--- src/hw/rtl/bfp_pkg.sv ---
// Package for the biosignal frame parser: frame layout constants and the
// control struct passed from the frame controller to the top level.
// No dependencies.
package bfp_pkg;

  // Configuration of the frame layout.
  localparam int NUM_CHANNELS  = 8;
  localparam int NUM_AUX_BYTES = 6;
  localparam int MAX_CHANNELS  = 8;
  localparam int MAX_AUX_BYTES = 6;

  // Field widths.
  localparam int BYTE_W = 8;
  localparam int CHAN_W = 24;
  localparam int AUX_W  = BYTE_W * MAX_AUX_BYTES;
  localparam int POS_W  = 6;

  // Frame positions, counted from the start byte as position 1.
  localparam int CHAN_FIRST = 3;
  localparam int AUX_FIRST  = CHAN_FIRST + 3 * NUM_CHANNELS;
  localparam int END_POS    = AUX_FIRST + NUM_AUX_BYTES;

  // Bytes two up to the one before the closing byte sit in the cell chain.
  localparam int CHAIN_LEN = END_POS - 2;

  localparam logic [POS_W-1:0]  END_POS_V  = POS_W'(END_POS);
  localparam logic [POS_W-1:0]  FIRST_POS  = POS_W'(1);
  localparam logic [BYTE_W-1:0] START_BYTE = 8'hA0;
  localparam logic [BYTE_W-1:0] LOW_MASK   = 8'h80;

  // Frame hunting state.
  typedef enum logic {
    ST_HUNT,
    ST_FRAME
  } frame_state_t;

  // Control from the frame controller.
  typedef struct packed {
    logic emit;          // closing byte accepted: capture the chain
    logic last_pending;  // next accepted byte may close the frame
  } frame_ctrl_t;

endpackage

--- src/hw/rtl/bfp_ctrl.sv ---
// Frame controller: tracks whether a frame is open and the position of the
// last byte taken, and flags the closing byte.
// Depends on bfp_pkg.
module bfp_ctrl (
  input  logic                       clk,
  input  logic                       rst_n,
  input  logic                       accept,
  input  logic [bfp_pkg::BYTE_W-1:0] rx_byte,
  output bfp_pkg::frame_ctrl_t       ctrl
);
  import bfp_pkg::*;

  frame_state_t     state_r, state_nxt;
  logic [POS_W-1:0] pos_r, pos_nxt;
  logic [POS_W-1:0] pos_inc;
  logic             is_start;

  assign pos_inc  = pos_r + FIRST_POS;
  assign is_start = (rx_byte == START_BYTE);

  // Next state and position.
  always_comb begin
    state_nxt = state_r;
    pos_nxt   = pos_r;
    if (accept) begin
      if (is_start) begin
        state_nxt = ST_FRAME;
        pos_nxt   = FIRST_POS;
      end else begin
        case (state_r)
          ST_FRAME: begin
            pos_nxt = pos_inc;
            if (pos_inc >= END_POS_V) begin
              state_nxt = ST_HUNT;
            end
          end
          default: begin
            state_nxt = ST_HUNT;
          end
        endcase
      end
    end
  end

  // Control outputs.
  always_comb begin
    ctrl = '0;
    case (state_r)
      ST_FRAME: begin
        ctrl.last_pending = (pos_inc == END_POS_V);
        ctrl.emit         = accept && !is_start && (pos_inc == END_POS_V);
      end
      default: begin
        ctrl = '0;
      end
    endcase
  end

  always_ff @(posedge clk) begin
    if (!rst_n) begin
      state_r <= ST_HUNT;
      pos_r   <= '0;
    end else begin
      state_r <= state_nxt;
      pos_r   <= pos_nxt;
    end
  end

endmodule

--- config.mk ---
export PLATFORM = sky130hd
export DESIGN_NAME = bfp_ctrl
export DESIGN_NICKNAME = d
export VERILOG_FILES = /design/src/hw/rtl/bfp_pkg.sv /design/src/hw/rtl/bfp_ctrl.sv
export SDC_FILE = /design/constraint.sdc
export NUM_CORES = 1
export LEC_CHECK = 0
export ABC_AREA = 0
export BUFFER_PORTS_ARGS = -buffer_cell sky130_fd_sc_hd__buf_2
export CORE_MARGIN = 4
export CORE_UTILIZATION = 40
export DETAILED_ROUTE_END_ITERATION = 12
export PLACE_DENSITY = 0.67
export SLEW_MARGIN = 20
export SYNTH_ARGS = -nofsm -noshare
export SYNTH_HDL_FRONTEND = slang
export SYNTH_SLANG_ARGS = --single-unit
--- constraint.sdc ---
create_clock -name clk -period 1.6 [get_ports clk]
set_input_delay 0.16 -clock clk [delete_from_list [all_inputs] [get_ports clk]]
set_output_delay 0.16 -clock clk [all_outputs]
set_load 0.01 [all_outputs]
## After elaboration in Yosys (flattened, before gate mapping)

Cells that the tools add are included.

| word-level totals | value |
|---|---|
| flip-flop bits (word level) | 7 |
| input port bits | 11 |
| output and inout bits | 2 |
| logic and storage cells | 17 |

| cells by class | value |
|---|---|
| $add $sub $neg | 1 |
| magnitude comparators | 1 |
| equality and inequality tests | 2 |
| mux-type cells | 6 |
| reductions and logical operators | 5 |

Operators by type and width:

| operator | number |
|---|---|
| $mux W6 | 2 |
| $eq A8 B8 Y1 const B | 1 |
| $add A6 B1 Y6 const B | 1 |
| $eq A6 B6 Y1 const B | 1 |
| $ge A6 B6 Y1 const B | 1 |
| $mux W1 | 3 |
| $logic_and A1 B1 Y1 | 2 |
| $mux W2 | 1 |
| $reduce_and A2 Y1 | 1 |
| $reduce_bool A2 Y1 | 1 |
| $logic_not A1 Y1 | 1 |

## Depth between registers and ports, before layout

| depth | value |
|---|---|
| depth in word-level cells | 5 |
| mapped depth | 6 |
| depth with buffers taken out | 6 |

## Worst setup path before layout

OpenSTA, ideal clock, no wires.

| timing path | value |
|---|---|
| path kind | reg-to-output |
| start point | register pos_r[3] |
| end point | output ctrl[1] in the netlist's numbering |
| arrival | 1.298 ns |
| path slack | 0.142 ns |
| cell stages (with the launch flop) | 5 |
| path buffers | 0 |
| cell sequence | dfxtp_1 > or3b_1 > mux2i_1 > a31oi_1 > nor3b_1 |

RTL lines:

| element | line | RTL |
|---|---|---|
| start: declaration | bfp_ctrl.sv:14 | `logic [POS_W-1:0] pos_r, pos_nxt;` |
| start signal: assignment | bfp_ctrl.sv:65 | `pos_r <= pos_nxt;` |
| end: declaration | bfp_ctrl.sv:9 | `output bfp_pkg::frame_ctrl_t ctrl` |

==> flow_metrics.env <==
export IMPL_outcome="complete, but fails checks"
export IMPL_failed_checks="negative setup slack"
export IMPL_syn_num_nets=75
export IMPL_setup_violations=2
export IMPL_final_instance_area_um2=683.2
export IMPL_power_combinational_fraction=0.084
export IMPL_crit_path_start_kind="flip-flop"
export IMPL_synth_most_common_cell="sky130_fd_sc_hd__dfxtp_1"
export IMPL_dp_wirelength_um=928.9
export IMPL_drtAntennaViolNets=0
export IMPL_synth_enable_flop_cells=0
export IMPL_final_setup_worst_slack_ns=-0.2747
export IMPL_synth_commonest_cells="sky130_fd_sc_hd__dfxtp_1, sky130_fd_sc_hd__nand2_1, sky130_fd_sc_hd__nor2b_1, sky130_fd_sc_hd__o21a_1"
export IMPL_slowest_stage="sky130_fd_sc_hd__or3b_4"
export IMPL_holdCritPathClass="input port to flip-flop"
export IMPL_internal_power_mw=0.2824
export IMPL_p_seq_frac=0.467
export IMPL_cts_buffer_depth=2
export IMPL_proportion_of_synthesized_area_in_mux_cells=0.03712
export IMPL_std_cell_rows=12
export IMPL_report_final_hold_viol_count=0
export IMPL_worst_ep_required_time_ns=1.44
export IMPL_critical_path_arrival_ns=1.71
export IMPL_nets=93
export IMPL_antenna_cells_inserted=0
export IMPL_design_die_area_mm2=0.001999
export IMPL_layout_min_cycle_time_ns=1.875
export IMPL_clockRootBuffer="sky130_fd_sc_hd__clkbuf_4"
export IMPL_worst_slew_pin_slew_ns=0.4240
export IMPL_synth_top_area_share=0.2599
export IMPL_switchingPower_mw=0.09219
export IMPL_vias_in_the_first_global_route=463
export IMPL_drv_cap=0
export IMPL_tritoncts="done"
export IMPL_async_flop_share=0
export IMPL_total_global_routing_track_utilization=0.1406
export IMPL_die_y_um=44.72
export IMPL_yosysWarningCount=0
export IMPL_count_of_tritonroute_iterations_in_the_first_routing_pass=4
export IMPL_fmax_ghz=0.5334
export IMPL_sw_frac=0.2461
export IMPL_synth_area_top_cells="sky130_fd_sc_hd__dfxtp_1, sky130_fd_sc_hd__nand4bb_4, sky130_fd_sc_hd__ha_1"
export IMPL_yosys_area_share_simple=0.3271
export IMPL_placement_io_buffers=12
export IMPL_share_of_cells_above_drive_strength_1=0.4177
export IMPL_sequential_fraction_of_the_synthesis_area=0.2599
export IMPL_syn_inst=62
export IMPL_grt_setup_unrepaired="yes"
export IMPL_clock_latency_ns=0.27
export IMPL_worst_setup_hold_path_clk_slew_ns=0.06
export IMPL_post_synth_cell_area_avg_um2=8.698
export IMPL_yosysTopAreaCell="sky130_fd_sc_hd__dfxtp_1"
export IMPL_worst_setup_path_category="flip-flop to primary output"
export IMPL_leakagePower_nw=0.2583
export IMPL_place_detailed_instances=89
export IMPL_synth_xor_area_share=0
export IMPL_critPathMaxStageDelay_ns=0.38
export IMPL_drv_slew=0
export IMPL_critical_path_peak_fanout=4
export IMPL_clock_sinks=7
export IMPL_grt_first_pass_wirelength_um=2001
export IMPL_postCtsSetupBuffers=0
export IMPL_tritoncts_num_buffers=3
export IMPL_cp_cell_sequence="or3b_4 > mux2i_2 > a31oi_2 > nor3b_2 > buf_2"
export IMPL_synth_ff_latch_count=7
export IMPL_top_level_pins=13
export IMPL_detailedRoute_firstIterationViolations=16
export IMPL_synth_top_family_by_area="simple AND/OR/NAND/NOR gates"
export IMPL_pwr_density_cell_mw_per_mm2=548.3
export IMPL_initial_utilization=0.4546
export IMPL_die_x_um=44.72
export IMPL_mappedNetlistArea_um2=539.3
export IMPL_cts_htree_levels=1
export IMPL_drc=0
export IMPL_stdcell_count=93
export IMPL_cts_hold_buffers_added=0
export IMPL_synth_compound_area_share=0.2900
export IMPL_detail_route_wl_per_cell_um=13.80
export IMPL_clock_power_share=0.449
export IMPL_timing_clock_skew_ns=0.01081
export IMPL_detailed_place_area_um2=633.1
export IMPL_synthFlopType="sky130_fd_sc_hd__dfxtp_1"
export IMPL_layout_worst_path_cycle_share=1.172
export IMPL_post_synth_fa_ha_maj_area_fraction=0.04640
export IMPL_synthToLayoutAreaGrowth_pct=26.68
export IMPL_critPathCaptureType="primary output"
export IMPL_yosysUniqueCellTypes=35
export IMPL_gpl_final_weighted_congestion=0.7548
export IMPL_vias=535
export IMPL_vias_per_instance=5.753
export IMPL_grt_max_degree=10
export IMPL_antenna_violations_before_repair=0
export IMPL_wl_um=1283
export IMPL_globalRouteOverflowTotal=0
export IMPL_ir_drop_mv=0.5391
export IMPL_std_cell_core_area_mm2=0.001186
export IMPL_slew_headroom=0.7138
-- worst paths after layout --
| check | startpoint | endpoint | slack (ns) | cells after the start |
|---|---|---|---|---|
| max | pos_r[5] | ctrl[1] | -0.27 | 5 |
| min | rst_n | pos_r[5] | 0.20 | 2 |
| max reg2reg | pos_r[0] | state_r | 0.12 | 6 |
| min reg2reg | pos_r[0] | pos_r[0] | 0.54 | 2 |
-- metal layers --
layer,part of all wire,wire [µm],GRT usage
met1,0.43,548,0.1711
met2,0.50,640,0.2063
met3,0.060,77,0.07171
met4,0.013,17,0.06024
met5,0,0,0
-- kinds of logic after synthesis --
kind of cell    count (synthesis)
compound gates                 20
fa+ha+maj                       2
buf+inv                         5
flops                           7
mux                             2
simple gates                   26
-- worst max-delay path, delay by kind of cell, from the launching register on --
kind	cells	cell delay (ns)
muxes	1	0.18
AOI/OAI and AO/OA	1	0.14
buffers and inverters	1	0.16
and+or+nand+nor	2	0.62
DFF	1	0.34
-- power groups by stage --
stage          Sequential (mW)  Clock [mW]  Combinational (mW)
2_1_floorplan            0.179           0              0.0151
3_3_place_gp             0.179           0              0.0308
3_5_place_dp             0.179           0              0.0316
4_1_cts                  0.175       0.176              0.0315
5_1_grt                  0.175       0.189              0.0339
6_report                 0.175       0.168              0.0315
-- registers in the layout, indices dropped and copies added, names as in the netlist --
register  cells
state_r       1
pos_r         6
-- cell type report --
class / instances / area (µm²)
clock inverters: 1 / 5.005
clock buffers: 3 / 22.52
repair buffers: 16 / 90.09
inverters: 2 / 7.507
fillers: 109 / 503.0
well taps: 14 / 17.52
flip-flops and latches: 7 / 142.6
multi-input cells: 50 / 397.9
-- cells in the final DEF (no fill, tap or decap), drive strengths merged --
cell type | netlist | layout
o221ai | 1 | 1
nor3 | 2 | 2
mux2i | 2 | 2
o21ai | 3 | 3
inv | 2 | 2
o211ai | 2 | 2
nand4b | 1 | 1
or4 | 1 | 1
o22ai | 1 | 1
and3b | 1 | 1
a31o | 1 | 1
clkinv | 0 | 1
nor2 | 3 | 3
clkbuf | 1 | 3
nor3b | 1 | 1
nand4bb | 1 | 1
o31ai | 1 | 1
o21a | 3 | 3
a31oi | 1 | 1
or3b | 1 | 1
nand3 | 1 | 1
o311ai | 1 | 1
a21boi | 2 | 2
nand4 | 2 | 2
a211o | 1 | 1
ha | 2 | 2
nand2 | 6 | 6
o221a | 1 | 1
nor2b | 4 | 4
nand3b | 2 | 2
a21oi | 2 | 2
buf | 2 | 16
dfxtp | 7 | 7
-- through the flow --
step | power, mW | util | setup TNS, ns | hold slack, ns | setup WS, ns
6_report | 0.3746 | 0.5759 | -0.5081 | 0.1984 | -0.2747
5_1_grt | 0.3979 | 0.5759 | -0.6797 | 0.1888 | -0.3628
2_1_floorplan | 0.1937 | - | 0 | 0.2775 | 0.1421
3_5_place_dp | 0.2104 | 0.5338 | 0 | 0.4771 | 0.08007
3_3_place_gp | 0.2097 | 0.5338 | 0 | 0.4754 | 0.08266
4_1_cts | 0.3826 | 0.5696 | -0.4322 | 0.1865 | -0.2206
-- what timing repair did --
| item | in CTS | in global routing |
|---|---|---|
| pin swaps | 2 | 2 |
| endpoints found under the setup margin | 2 | 3 |
| cloned | 0 | 0 |
| gates resized for setup | 4 | 3 |
(Power assumes the default switching activity.)
